==> config.mk <==
export PLATFORM = sky130hd
export DESIGN_NAME = i2c_target_eeprom_fault_injector
export DESIGN_NICKNAME = d
export VERILOG_FILES = /design/src/hw/rtl/ief_pkg.sv /design/src/hw/rtl/ief_mem.sv /design/src/hw/rtl/ief_core.sv /design/src/hw/rtl/i2c_target_eeprom_fault_injector.sv
export SDC_FILE = /design/constraint.sdc
export NUM_CORES = 2
export LEC_CHECK = 0
export BUFFER_PORTS_ARGS = -buffer_cell sky130_fd_sc_hd__buf_2
export CAP_MARGIN = 20
export CORE_ASPECT_RATIO = 1.4
export CORE_MARGIN = 8
export CORE_UTILIZATION = 40
export CTS_CLUSTER_SIZE = 12
export DETAILED_ROUTE_END_ITERATION = 7
export GPL_TIMING_DRIVEN = 0
export PLACE_DENSITY_LB_ADDON = 0.05
export SLEW_MARGIN = 20
export SYNTH_ARGS = -nofsm -noshare
export SYNTH_HDL_FRONTEND = slang
export SYNTH_HIERARCHICAL = 1
export SYNTH_SLANG_ARGS = --single-unit
==> constraint.sdc <==
create_clock -name i_clk -period 10.1 [get_ports i_clk]
set_input_delay 2.02 -clock i_clk [delete_from_list [all_inputs] [get_ports i_clk]]
set_output_delay 2.02 -clock i_clk [all_outputs]
set_load 0.05 [all_outputs]
==> src/hw/rtl/ief_pkg.sv <==
`default_nettype none
// ---------------------------------------------------------------------------
// ief_pkg
// Shared types and constants of the I2C target EEPROM fault injector.
// ---------------------------------------------------------------------------
package ief_pkg;

    localparam int STORE_BYTES      = 256;
    localparam int STORE_AW         = $clog2(STORE_BYTES);
    localparam int EEPROM_BYTES_DEF = 128;

    localparam logic [7:0]  FILL_BYTE = 8'h55;
    localparam logic [7:0]  DISARMED  = 8'hFF;
    localparam logic [15:0] CRC_POLY  = 16'h1021;

    // control register map
    localparam logic [7:0] RG_RESERVED = 8'hF8;
    localparam logic [7:0] RG_HOLD_HI  = 8'hF9;
    localparam logic [7:0] RG_HOLD_LO  = 8'hFA;
    localparam logic [7:0] RG_HOLD_RD  = 8'hFB;
    localparam logic [7:0] RG_HOLD_WR  = 8'hFC;
    localparam logic [7:0] RG_NAK      = 8'hFD;
    localparam logic [7:0] RG_CRC_UPD  = 8'hFE;
    localparam logic [7:0] RG_CRC_RST  = 8'hFF;

    localparam logic [7:0] HOLD_HI_DEF = 8'h3A;
    localparam logic [7:0] HOLD_LO_DEF = 8'h98;

    typedef enum logic [2:0] {
        K_ADDR_WR  = 3'd0,
        K_BYTE     = 3'd1,
        K_RD_START = 3'd2,
        K_RD_NEXT  = 3'd3,
        K_STOP     = 3'd4,
        K_BUS_ERR  = 3'd5,
        K_NOP      = 3'd6
    } t_kind;

    typedef enum logic {
        S_IDLE,
        S_EXEC
    } t_state;

    typedef struct packed {
        logic                we;
        logic [STORE_AW-1:0] addr;
        logic [7:0]          data;
    } t_mem_wr;

    typedef struct packed {
        logic        ack;
        logic [7:0]  read_data;
        logic        hold;
        logic [15:0] hold_ms;
        logic        bus_err;
    } t_result;

endpackage
`default_nettype wire

==> src/hw/rtl/ief_mem.sv <==
`default_nettype none
// ---------------------------------------------------------------------------
// ief_mem
// Byte store, one write and one registered read port. Swept to the fill
// pattern after reset, one entry a cycle.
// ---------------------------------------------------------------------------
module ief_mem (
    input  wire logic                         i_clk,
    input  wire logic                         i_rst_n,
    input  wire ief_pkg::t_mem_wr             i_wr,
    input  wire logic                         i_rd_en,
    input  wire logic [ief_pkg::STORE_AW-1:0] i_rd_addr,
    output logic      [7:0]                   o_rd_data,
    output logic                              o_clearing
);

    logic [7:0]                   r_mem [ief_pkg::STORE_BYTES];
    logic [7:0]                   r_rd_data;
    logic                         r_clearing;
    logic [ief_pkg::STORE_AW-1:0] r_clr_addr;

    logic                         wr_en;
    logic [ief_pkg::STORE_AW-1:0] wr_addr;
    logic [7:0]                   wr_data;

    always_ff @(posedge i_clk) begin
        if (!i_rst_n) begin
            r_clearing <= 1'b1;
            r_clr_addr <= '0;
        end else if (r_clearing) begin
            r_clr_addr <= r_clr_addr + 1'b1;
            if (r_clr_addr == ief_pkg::STORE_AW'(ief_pkg::STORE_BYTES - 1)) begin
                r_clearing <= 1'b0;
            end
        end
    end

    always_comb begin
        if (r_clearing) begin
            wr_en   = 1'b1;
            wr_addr = r_clr_addr;
            wr_data = ief_pkg::FILL_BYTE;
        end else begin
            wr_en   = i_wr.we;
            wr_addr = i_wr.addr;
            wr_data = i_wr.data;
        end
    end

    always_ff @(posedge i_clk) begin
        if (wr_en) begin
            r_mem[wr_addr] <= wr_data;
        end
    end

    always_ff @(posedge i_clk) begin
        if (i_rd_en) begin
            r_rd_data <= r_mem[i_rd_addr];
        end
    end

    assign o_rd_data  = r_rd_data;
    assign o_clearing = r_clearing;

endmodule
`default_nettype wire

==> src/hw/rtl/ief_core.sv <==
`default_nettype none
// ---------------------------------------------------------------------------
// ief_core
// Event execution: control registers, fault countdowns, CRC and address
// pointer. Works on the store byte read in the previous cycle.
// ---------------------------------------------------------------------------
module ief_core #(
    parameter int EEPROM_BYTES = ief_pkg::EEPROM_BYTES_DEF
) (
    input  wire logic                         i_clk,
    input  wire logic                         i_rst_n,
    input  wire logic                         i_exec,
    input  wire ief_pkg::t_kind               i_kind,
    input  wire logic [7:0]                   i_data_byte,
    input  wire logic [7:0]                   i_mem_rd_data,
    output logic      [ief_pkg::STORE_AW-1:0] o_cur_addr,
    output ief_pkg::t_mem_wr                  o_wr,
    output ief_pkg::t_result                  o_res
);

    localparam logic [7:0] EeEnd  = 8'(EEPROM_BYTES);
    localparam logic [7:0] EeLast = 8'(EEPROM_BYTES - 1);

    logic [7:0]  r_cur_addr, n_cur_addr;
    logic [7:0]  r_down, n_down;
    logic        r_expect, n_expect;
    logic        r_nak_mode, n_nak_mode;
    logic        r_holdw_mode, n_holdw_mode;
    logic        r_holdr_mode, n_holdr_mode;
    logic        r_err, n_err;
    logic [7:0]  r_hold_hi, n_hold_hi;
    logic [7:0]  r_hold_lo, n_hold_lo;
    logic [7:0]  r_hold_rd, n_hold_rd;
    logic [7:0]  r_hold_wr, n_hold_wr;
    logic [7:0]  r_nak, n_nak;
    logic [15:0] r_crc, n_crc;

    logic [7:0]  dec;
    logic [7:0]  step_addr;
    logic [7:0]  rd_val;

    function automatic logic [15:0] f_crc_feed(input logic [15:0] c_in, input logic [7:0] d);
        logic [15:0] c;
        c = c_in ^ {d, 8'h00};
        for (int i = 0; i < 8; i++) begin
            c = c[15] ? ({c[14:0], 1'b0} ^ ief_pkg::CRC_POLY) : {c[14:0], 1'b0};
        end
        return c;
    endfunction

    // pointer wraps inside the EEPROM, elsewhere it just counts
    assign dec       = r_down - 8'd1;
    assign step_addr = (r_cur_addr < EeEnd) ? ((r_cur_addr == EeLast) ? 8'd0 : r_cur_addr + 8'd1)
                                            : r_cur_addr + 8'd1;

    always_comb begin
        unique case (r_cur_addr)
            ief_pkg::RG_RESERVED: rd_val = 8'h00;
            ief_pkg::RG_HOLD_HI:  rd_val = r_hold_hi;
            ief_pkg::RG_HOLD_LO:  rd_val = r_hold_lo;
            ief_pkg::RG_HOLD_RD:  rd_val = r_hold_rd;
            ief_pkg::RG_HOLD_WR:  rd_val = r_hold_wr;
            ief_pkg::RG_NAK:      rd_val = r_nak;
            ief_pkg::RG_CRC_UPD:  rd_val = r_crc[15:8];
            ief_pkg::RG_CRC_RST:  rd_val = r_crc[7:0];
            default:              rd_val = i_mem_rd_data;
        endcase
    end

    always_comb begin
        n_cur_addr   = r_cur_addr;
        n_down       = r_down;
        n_expect     = r_expect;
        n_nak_mode   = r_nak_mode;
        n_holdw_mode = r_holdw_mode;
        n_holdr_mode = r_holdr_mode;
        n_err        = r_err;
        n_hold_hi    = r_hold_hi;
        n_hold_lo    = r_hold_lo;
        n_hold_rd    = r_hold_rd;
        n_hold_wr    = r_hold_wr;
        n_nak        = r_nak;
        n_crc        = r_crc;
        o_wr         = '0;
        o_res        = '0;

        unique case (i_kind)
            ief_pkg::K_ADDR_WR: begin
                n_expect = 1'b1;
                if (r_nak != ief_pkg::DISARMED) begin
                    if (r_nak != 8'd0) begin
                        o_res.ack    = 1'b1;
                        n_down       = r_nak;
                        n_nak_mode   = 1'b1;
                        n_holdw_mode = 1'b0;
                    end
                    n_nak = ief_pkg::DISARMED;
                end else if (r_hold_wr != ief_pkg::DISARMED) begin
                    if (r_hold_wr == 8'd0) begin
                        o_res.hold = 1'b1;
                    end else begin
                        n_down       = r_hold_wr;
                        n_holdw_mode = 1'b1;
                        n_nak_mode   = 1'b0;
                    end
                    o_res.ack = 1'b1;
                    n_hold_wr = ief_pkg::DISARMED;
                end else begin
                    o_res.ack    = 1'b1;
                    n_nak_mode   = 1'b0;
                    n_holdw_mode = 1'b0;
                end
            end
            ief_pkg::K_BYTE: begin
                if (r_nak_mode) begin
                    n_down = dec;
                    if (dec == 8'd0) begin
                        n_nak_mode = 1'b0;
                    end else begin
                        o_res.ack = 1'b1;
                    end
                end else if (r_holdw_mode) begin
                    n_down    = dec;
                    o_res.ack = 1'b1;
                    if (dec == 8'd0) begin
                        o_res.hold   = 1'b1;
                        n_holdw_mode = 1'b0;
                    end
                end else begin
                    o_res.ack = 1'b1;
                    if (r_expect) begin
                        n_cur_addr = i_data_byte;
                        n_expect   = 1'b0;
                    end else if (r_cur_addr < EeEnd) begin
                        // the kind stays registered after execution, so only
                        // the execute cycle may write the store
                        o_wr.we    = i_exec;
                        o_wr.addr  = r_cur_addr;
                        o_wr.data  = i_data_byte;
                        n_cur_addr = step_addr;
                    end else begin
                        unique case (r_cur_addr)
                            ief_pkg::RG_HOLD_HI: begin
                                n_hold_hi  = i_data_byte;
                                n_cur_addr = ief_pkg::RG_HOLD_LO;
                            end
                            ief_pkg::RG_HOLD_LO: n_hold_lo = i_data_byte;
                            ief_pkg::RG_HOLD_RD: n_hold_rd = i_data_byte;
                            ief_pkg::RG_HOLD_WR: n_hold_wr = i_data_byte;
                            ief_pkg::RG_NAK:     n_nak     = i_data_byte;
                            ief_pkg::RG_CRC_UPD: n_crc     = f_crc_feed(r_crc, i_data_byte);
                            ief_pkg::RG_CRC_RST: n_crc     = 16'h0000;
                            default: ;
                        endcase
                    end
                end
            end
            ief_pkg::K_RD_START, ief_pkg::K_RD_NEXT: begin
                o_res.ack = 1'b1;
                if (i_kind == ief_pkg::K_RD_START && r_hold_rd != ief_pkg::DISARMED) begin
                    if (r_hold_rd == 8'd0) begin
                        n_down       = 8'd0;
                        o_res.hold   = 1'b1;
                        n_holdr_mode = 1'b0;
                    end else begin
                        n_down       = r_hold_rd;
                        n_holdr_mode = 1'b1;
                    end
                    o_res.read_data = r_hold_rd;
                    n_hold_rd       = ief_pkg::DISARMED;
                end else if (r_holdr_mode) begin
                    n_down          = dec;
                    o_res.read_data = dec;
                    if (dec == 8'd0) begin
                        o_res.hold   = 1'b1;
                        n_holdr_mode = 1'b0;
                    end
                end else begin
                    o_res.read_data = rd_val;
                    n_cur_addr      = step_addr;
                end
            end
            ief_pkg::K_BUS_ERR: n_err = 1'b1;
            default: ;
        endcase

        o_res.hold_ms = o_res.hold ? {r_hold_hi, r_hold_lo} : 16'h0000;
        o_res.bus_err = n_err;
    end

    always_ff @(posedge i_clk) begin
        if (!i_rst_n) begin
            r_cur_addr   <= '0;
            r_down       <= '0;
            r_expect     <= 1'b0;
            r_nak_mode   <= 1'b0;
            r_holdw_mode <= 1'b0;
            r_holdr_mode <= 1'b0;
            r_err        <= 1'b0;
            r_hold_hi    <= ief_pkg::HOLD_HI_DEF;
            r_hold_lo    <= ief_pkg::HOLD_LO_DEF;
            r_hold_rd    <= ief_pkg::DISARMED;
            r_hold_wr    <= ief_pkg::DISARMED;
            r_nak        <= ief_pkg::DISARMED;
            r_crc        <= '0;
        end else if (i_exec) begin
            r_cur_addr   <= n_cur_addr;
            r_down       <= n_down;
            r_expect     <= n_expect;
            r_nak_mode   <= n_nak_mode;
            r_holdw_mode <= n_holdw_mode;
            r_holdr_mode <= n_holdr_mode;
            r_err        <= n_err;
            r_hold_hi    <= n_hold_hi;
            r_hold_lo    <= n_hold_lo;
            r_hold_rd    <= n_hold_rd;
            r_hold_wr    <= n_hold_wr;
            r_nak        <= n_nak;
            r_crc        <= n_crc;
        end
    end

    assign o_cur_addr = r_cur_addr;

endmodule
`default_nettype wire

==> src/hw/rtl/i2c_target_eeprom_fault_injector.sv <==
`default_nettype none
// ---------------------------------------------------------------------------
// i2c_target_eeprom_fault_injector
// I2C target test device: EEPROM emulation with NAK, clock-stretch and CRC
// fault registers, driven by decoded bus events.
// ---------------------------------------------------------------------------
// A request is taken when start is high and busy is low. The store byte at
// the current address is read when the request is taken; in the EXEC state
// the event is executed and the store written back; the result then sits on
// the o_ ports, marked by o_valid for one cycle, and cannot be held off.
// Busy is high during execution, so a new request is taken only once the
// previous one has executed, at the earliest in its result cycle; the store
// read is registered ahead of execution. After reset the 256-byte store is
// swept to its fill pattern, one byte a cycle; busy is high throughout.
module i2c_target_eeprom_fault_injector #(
    parameter int EEPROM_BYTES = ief_pkg::EEPROM_BYTES_DEF
) (
    input  wire logic        i_clk,
    input  wire logic        i_rst_n,
    input  wire logic        start,
    output logic             busy,
    input  wire logic [2:0]  i_kind,
    input  wire logic [7:0]  i_data_byte,
    output logic             o_valid,
    output logic             o_ack,
    output logic [7:0]       o_read_data,
    output logic             o_hold_request,
    output logic [15:0]      o_hold_ms,
    output logic             o_bus_error_seen
);

    ief_pkg::t_state r_state, n_state;
    logic [2:0]      r_kind;
    logic [7:0]      r_data_byte;
    logic            r_valid;
    ief_pkg::t_result r_res;

    logic                         accept;
    logic                         exec;
    logic                         clearing;
    logic [7:0]                   mem_rd_data;
    logic [ief_pkg::STORE_AW-1:0] cur_addr;
    ief_pkg::t_mem_wr             wr;
    ief_pkg::t_result             res;

    assign busy   = (r_state != ief_pkg::S_IDLE) || clearing;
    assign accept = start && !busy;

    always_comb begin
        n_state = r_state;
        exec    = 1'b0;
        unique case (r_state)
            ief_pkg::S_IDLE: begin
                if (accept) begin
                    n_state = ief_pkg::S_EXEC;
                end
            end
            ief_pkg::S_EXEC: begin
                exec    = 1'b1;
                n_state = ief_pkg::S_IDLE;
            end
        endcase
    end

    always_ff @(posedge i_clk) begin
        if (!i_rst_n) begin
            r_state <= ief_pkg::S_IDLE;
            r_valid <= 1'b0;
        end else begin
            r_state <= n_state;
            r_valid <= exec;
        end
    end

    always_ff @(posedge i_clk) begin
        if (accept) begin
            r_kind      <= i_kind;
            r_data_byte <= i_data_byte;
        end
        if (exec) begin
            r_res <= res;
        end
    end

    ief_mem u_mem (
        .i_clk      (i_clk),
        .i_rst_n    (i_rst_n),
        .i_wr       (wr),
        .i_rd_en    (accept),
        .i_rd_addr  (cur_addr),
        .o_rd_data  (mem_rd_data),
        .o_clearing (clearing)
    );

    ief_core #(
        .EEPROM_BYTES (EEPROM_BYTES)
    ) u_core (
        .i_clk         (i_clk),
        .i_rst_n       (i_rst_n),
        .i_exec        (exec),
        .i_kind        (ief_pkg::t_kind'(r_kind)),
        .i_data_byte   (r_data_byte),
        .i_mem_rd_data (mem_rd_data),
        .o_cur_addr    (cur_addr),
        .o_wr          (wr),
        .o_res         (res)
    );

    assign o_valid          = r_valid;
    assign o_ack            = r_res.ack;
    assign o_read_data      = r_res.read_data;
    assign o_hold_request   = r_res.hold;
    assign o_hold_ms        = r_res.hold_ms;
    assign o_bus_error_seen = r_res.bus_err;

    // each executed request gives exactly one result, in the following cycle
    a_valid_follows_exec: assert property (@(posedge i_clk) disable iff (!i_rst_n)
        (r_state == ief_pkg::S_EXEC) |=> o_valid)
        else $error("result strobe missing after execution");

    a_valid_only_after_exec: assert property (@(posedge i_clk) disable iff (!i_rst_n)
        o_valid |-> $past(r_state == ief_pkg::S_EXEC))
        else $error("result strobe without an executed request");

    // no store write from the core while the sweep still owns the port
    a_no_write_while_clearing: assert property (@(posedge i_clk) disable iff (!i_rst_n)
        wr.we |-> (!clearing && exec))
        else $error("store write outside execution");

    a_hold_ms_gated: assert property (@(posedge i_clk) disable iff (!i_rst_n)
        (o_valid && !o_hold_request) |-> (o_hold_ms == 16'h0000))
        else $error("hold time shown without a stretch request");

endmodule
`default_nettype wire
# After elaboration in Yosys (flattened, before gate mapping)
# Memories as Yosys holds them, arrays and structs flattened. A register that Yosys moved wholly into a read port is not among the register bits.
# Cells that the tools add are included.
# word_totals
regBits	126
ramBits	2048
input_bits	14
out_inout_bits	29
wordCells	209
n_memories	1
# op_classes
n_addsub	3
order_cmp	1
eq_ne	37
muxes	103
n_bitwise	14
n_reduce_logical	26
# mem_list
memory	depth	word_bits	rd	rd_ports_with_merged_regs	wr	line	source
u_mem.r_mem	256	8	1	1	1	ief_mem.sv:17	logic [7:0] r_mem [ief_pkg::STORE_BYTES];
# ops
operator	count
2-to-1 mux 8 bit	40
2-to-1 mux 13 bit	8
2-to-1 mux 17 bit	5
== test 8 bit, second input constant	9
one-hot mux 8 bit (2 select lines)	4
one-hot mux 8 bit (8 select lines)	1
2-to-1 mux 1 bit	36
AND reduction 7 bit	5
one-hot mux 16 bit (2 select lines)	1
zero test 8 bit	3
!= test 8 bit, second input constant	3
NOT 3 bit	8
one-hot mux 8 bit (3 select lines)	1
!= test 2 bit, second input constant	10
adder 8 x 1 -> 8 bit, second input constant	2
AND reduction 8 bit	2
bitwise XOR 16 bit	1
2-to-1 mux 9 bit	1
!= test 3 x 1 -> 1 bit, second input constant	3
AND reduction 9 bit	1
== test 8 x 7 -> 1 bit, second input constant	1
less-than comparator 8 bit, second input constant	1
one-hot mux 1 bit (2 select lines)	4
AND reduction 4 bit	2
other kinds (21)	32

# Logic depth before layout (Yosys ltp)
# logic_depth
word_depth	18
mapped_depth	11
mapped_depth_nobuf	8

# By module
# Netlist, hierarchy kept.
# by_module_without_submodules
module	n_inst	cells_per_inst	area_each_um2	seq_area_each_um2
ief_mem	1	3840	80099.3	61919.4
ief_core	1	649	5014.8	1541.5
i2c_target_eeprom_fault_injector	1	44	1214.9	1181.1

# Worst setup path before layout
# Ideal clock, no wire load.
# synth_path
path_type	flip-flop to flip-flop
from	register r_kind[2]
to	memory u_mem.r_mem[0][5], data pin
setup_time_ps	1463
t_arrival_ps	8206
required_time_ps	8637
slack_ps	431
path_stages_with_launch	7
path_buffers	2
period_less_slack_ps	9669
cell_sequence	edfxtp_1 > or3b_2 > clkbuf_1 > nor4b_1 > clkbuf_1 > and2_1 > nor2b_1
# synth_lines
element	line	source
from (decl)	i2c_target_eeprom_fault_injector.sv:33	logic [2:0] r_kind;
from (signal assigned)	i2c_target_eeprom_fault_injector.sv:77	r_kind <= i_kind;
to (decl)	ief_mem.sv:17	

==> impl_results.md <==
- Final ANT Viol Nets: 0
- Dpl ws: 3430 ps
- Die W: 409 um
- Synth area leader: edfxtp_1
- Number of synthesized flops with an enable pin: 2094
- Commonest non-fill, non-tap cells in the layout: 2094 x edfxtp_1, 433 x mux4_2, 338 x nor2_1, 228 x clkbuf_16, 206 x a22oi_1
- Status: finished clean
- Filler instances: 18500
- # nets final: 4921
- Simple-gate share of the synthesized area: 4.21%
- Yosys reg bits: 2182
- Post-synth cell types: 92
- Fin. max-slew vios: 0
- Mux cell area share after synthesis: 13.1%
- Clk slew on worst S/H paths: 60 ps
- Crit end category: register
- Starting Density: 40.1%
- Post-CTS sizing: 0
- Adder-cell share of the synthesized area: 0.101%
- Drt wl/cell: 41.1 um
- Detailed Routing Iterations Pass 1: 6
- Largest net degree at the start of global routing: 71
- Crit Path Class: register to register
- Final setup violation count: 0
- Req. time, crit path: 10570 ps
- Antenna violations before repair: 19
- Avg Cell Area, Syn: 19.0 sq um
- Max Clock Freq: 0.155 GHz
- Post-CTS Setup Inserts: 0
- Routed WL: 325000 um
- Core box area: 215000 sq um
- Grt ovf: 0
- Max VDD drop: 139 uV
- Worst Max-Slew Pin Slew: 1250 ps
- Final hold viol count: 0
- CP max stage delay: 940 ps
- Crit start category: register
- Setup_tns: 0 ps
- Top fanout value on the critical path: 10
- DRC viols: 0
- Non-Filler Instances: 7908
- Area delta synth->final: 14.6%
- Top post-synthesis cells by area: edfxtp_1 73%, mux4_2 11%, dfxtp_1 2.0%, a22oi_1 1.8%, mux2i_1 1.6%
- Inst Count DP: 7523
- Post-DP HPWL: 232000 um
- Cell Pwr Density: 178 nW/um^2
- Xor/xnor share of the synthesized area: 0.345%
- # clock sinks: 2182
- Die area: 231000 sq um
- CTS tree: done
- Mapped cell area: 86300 sq um
- Share of synthesized registers carrying an async set or reset: 0%
- Worst path slowest cell: nand3_1
- Top cell type's share of synthesized area: 72.8%
- Worst min path class: register to register
- Seq/Total Area, Yosys: 74.9%
- Max-cap viol count: 0
- Vert. Die Dim: 566 um
- Leakage power: 27.8 nW
- IO Port Bufs: 42
- Global-route usage over all layers: 27.5%
- Most common flop cell mapped by yosys: edfxtp_1
- Share of layout cells above drive strength 1: 22.7%
- Top cell by count, worst path: clkbuf_1
- Global-route wire length before repair: 432000 um
- Placer Congestion: 0.981
- Most common cell after layout, fill and taps aside: edfxtp_1
- Row count: 202
- Yosys warns: 6
- Inserted Clock Buffers: 228
- CTS max path bufs: 4
- Top Ports: 43
- Number of global-route vias before repair: 48400
- Synth Net Count: 4554
- Vias per cell: 6.12
- Via Count: 48400
- Final Skew: 49.2 ps
- RSZ-0062 raised after global routing: no
- Period utilisation layout: 63.9%
- Total power: 17.6 mW
- Slew headroom: 16.0%
- Crit path time final: 6450 ps
- DRT iter0 DRCs: 6049
- Cells after synthesis: 4533
- CP cell instances: or3b_2, clkbuf_1, nor4b_2, clkbuf_1, and2_1, nand2b_1, o21ai_2, nand3_1, clkbuf_2, buf_16, nor2_1
- Skew-Pair Late Insertion Delay: 870 ps
- Hold Buf Count CTS: 0
- Main combinational cell family by area after synthesis: multiplexers
- H-tree levels: 4
- WP data arrival: 6930 ps
- Compound-Gate Fraction of Synth Area: 5.25%
- Clock Tree Root: clkbuf_16
- Final WS setup: 3650 ps
==> layer usage <==
metal	track usage, %	vias to the layer above	wire [um]
met4	14.4	14	20800
met3	4.01	650	20400
met1	33.1	26100	120000
met2	48.0	2255	164000
met5	0	-	105
li1	-	19400	-
==> per-stage QoR <==
| step | hold slack, ps | cell area, sq um | utilization [%] |
|---|---|---|---|
| 2_1_floorplan | 438 | 86300 | - |
| 3_3_place_gp | 472 | 90100 | 41.8 |
| 3_5_place_dp | 473 | 92400 | 42.9 |
| 4_1_cts | 481 | 98900 | 45.9 |
| 5_1_grt | 511 | 98900 | 45.9 |
| 6_report | 479 | 98900 | 46.0 |
==> critical path, delay by kind of cell, from the launching register on <==
family	cells	cell delay, ps
AOI/OAI and AO/OA	1	730
DFF	1	500
and+or+nand+nor	6	3270
buffers and inverters	4	1540
==> final cells by class <==
class / count / area, sq um / share of cell area [%]
Sequential cell: 2182 / 64600 / 65.3
Multi-Input combinational cell: 2044 / 20200 / 20.4
Clock buffer: 307 / 6050 / 6.12
Tap cell: 2856 / 3570 / 3.61
Timing Repair Buffer: 137 / 2130 / 2.16
Buffer: 279 / 1740 / 1.76
Clock inverter: 68 / 453 / 0.458
Inverter: 28 / 105 / 0.106
Antenna cell: 7 / 17.5 / 0.0177
==> logic make-up (layout without fill, tap and decap cells) <==
family          after synthesis  count (layout)
flops                      2182            2182
compound gates              641             641
buf+inv                     307             819
fa+ha+maj                     7               7
other cells                   1               8
mux                         585             585
xor+xnor                     34              34
simple gates                776             776
==> registers in the layout (all words and copies together) (netlist names), 3 cells and up <==
| name | count |
|---|---|
| u_mem/r_mem | 2048 |
| o_hold_ms | 16 |
| u_core/r_crc | 16 |
| o_read_data | 8 |
| r_data_byte | 8 |
| u_core/o_cur_addr | 8 |
| u_core/r_down | 8 |
| u_core/r_hold_hi | 8 |
| u_core/r_hold_lo | 8 |
| u_core/r_hold_rd | 8 |
| u_core/r_hold_wr | 8 |
| u_core/r_nak | 8 |
| u_mem/o_rd_data | 8 |
| u_mem/r_clr_addr | 8 |
| r_kind | 3 |
==> power breakdown <==
group,total (mW),leakage [nW],internal (mW),switching (mW)
Sequential,9.77,17.8,9.77,0.00401
Combinational,0.133,6.84,0.0337,0.0994
Clock,7.71,3.17,4.23,3.48
==> synthesized netlist by cell type, types with 9 or more instances <==
| library cell | number |
|---|---|
| mux2i_1 | 137 |
| mux4_2 | 433 |
| edfxtp_1 | 2094 |
| nand4_1 | 9 |
| o32ai_1 | 13 |
| nor4_1 | 39 |
| a22oi_1 | 206 |
| xor2_1 | 11 |
| mux2_2 | 13 |
| buf_8 | 9 |
| a31oi_1 | 24 |
| xnor2_1 | 23 |
| nand3_1 | 49 |
| dfxtp_1 | 88 |
| buf_4 | 34 |
| a211oi_1 | 21 |
| o211ai_1 | 15 |
| nor2b_1 | 38 |
| nand2_1 | 148 |
| or4_1 | 9 |
| a21oi_1 | 146 |
| and2_1 | 25 |
| nor2_1 | 355 |
| o21ai_0 | 33 |
| a221oi_1 | 21 |
| nor3_1 | 16 |
| nand2b_1 | 16 |
| o221ai_1 | 35 |
| inv_1 | 28 |
| buf_2 | 83 |
| nor3b_1 | 9 |
| buf_6 | 21 |
| clkbuf_1 | 111 |
| buf_12 | 9 |
| o22ai_1 | 21 |
==> final timing paths <==
path	start	end	slack, ps	depth (start not counted)
worst min register to register	u_core/r_hold_hi[7]	u_core/r_hold_hi[7]	480	2
worst min-delay path	u_core/r_hold_hi[7]	u_core/r_hold_hi[7]	480	2
worst max-delay path	r_kind[2]	u_mem/r_mem[51][4]	3650	11
worst max register to register	r_kind[2]	u_mem/r_mem[51][4]	3650	11
(Power assumes the default switching activity.)
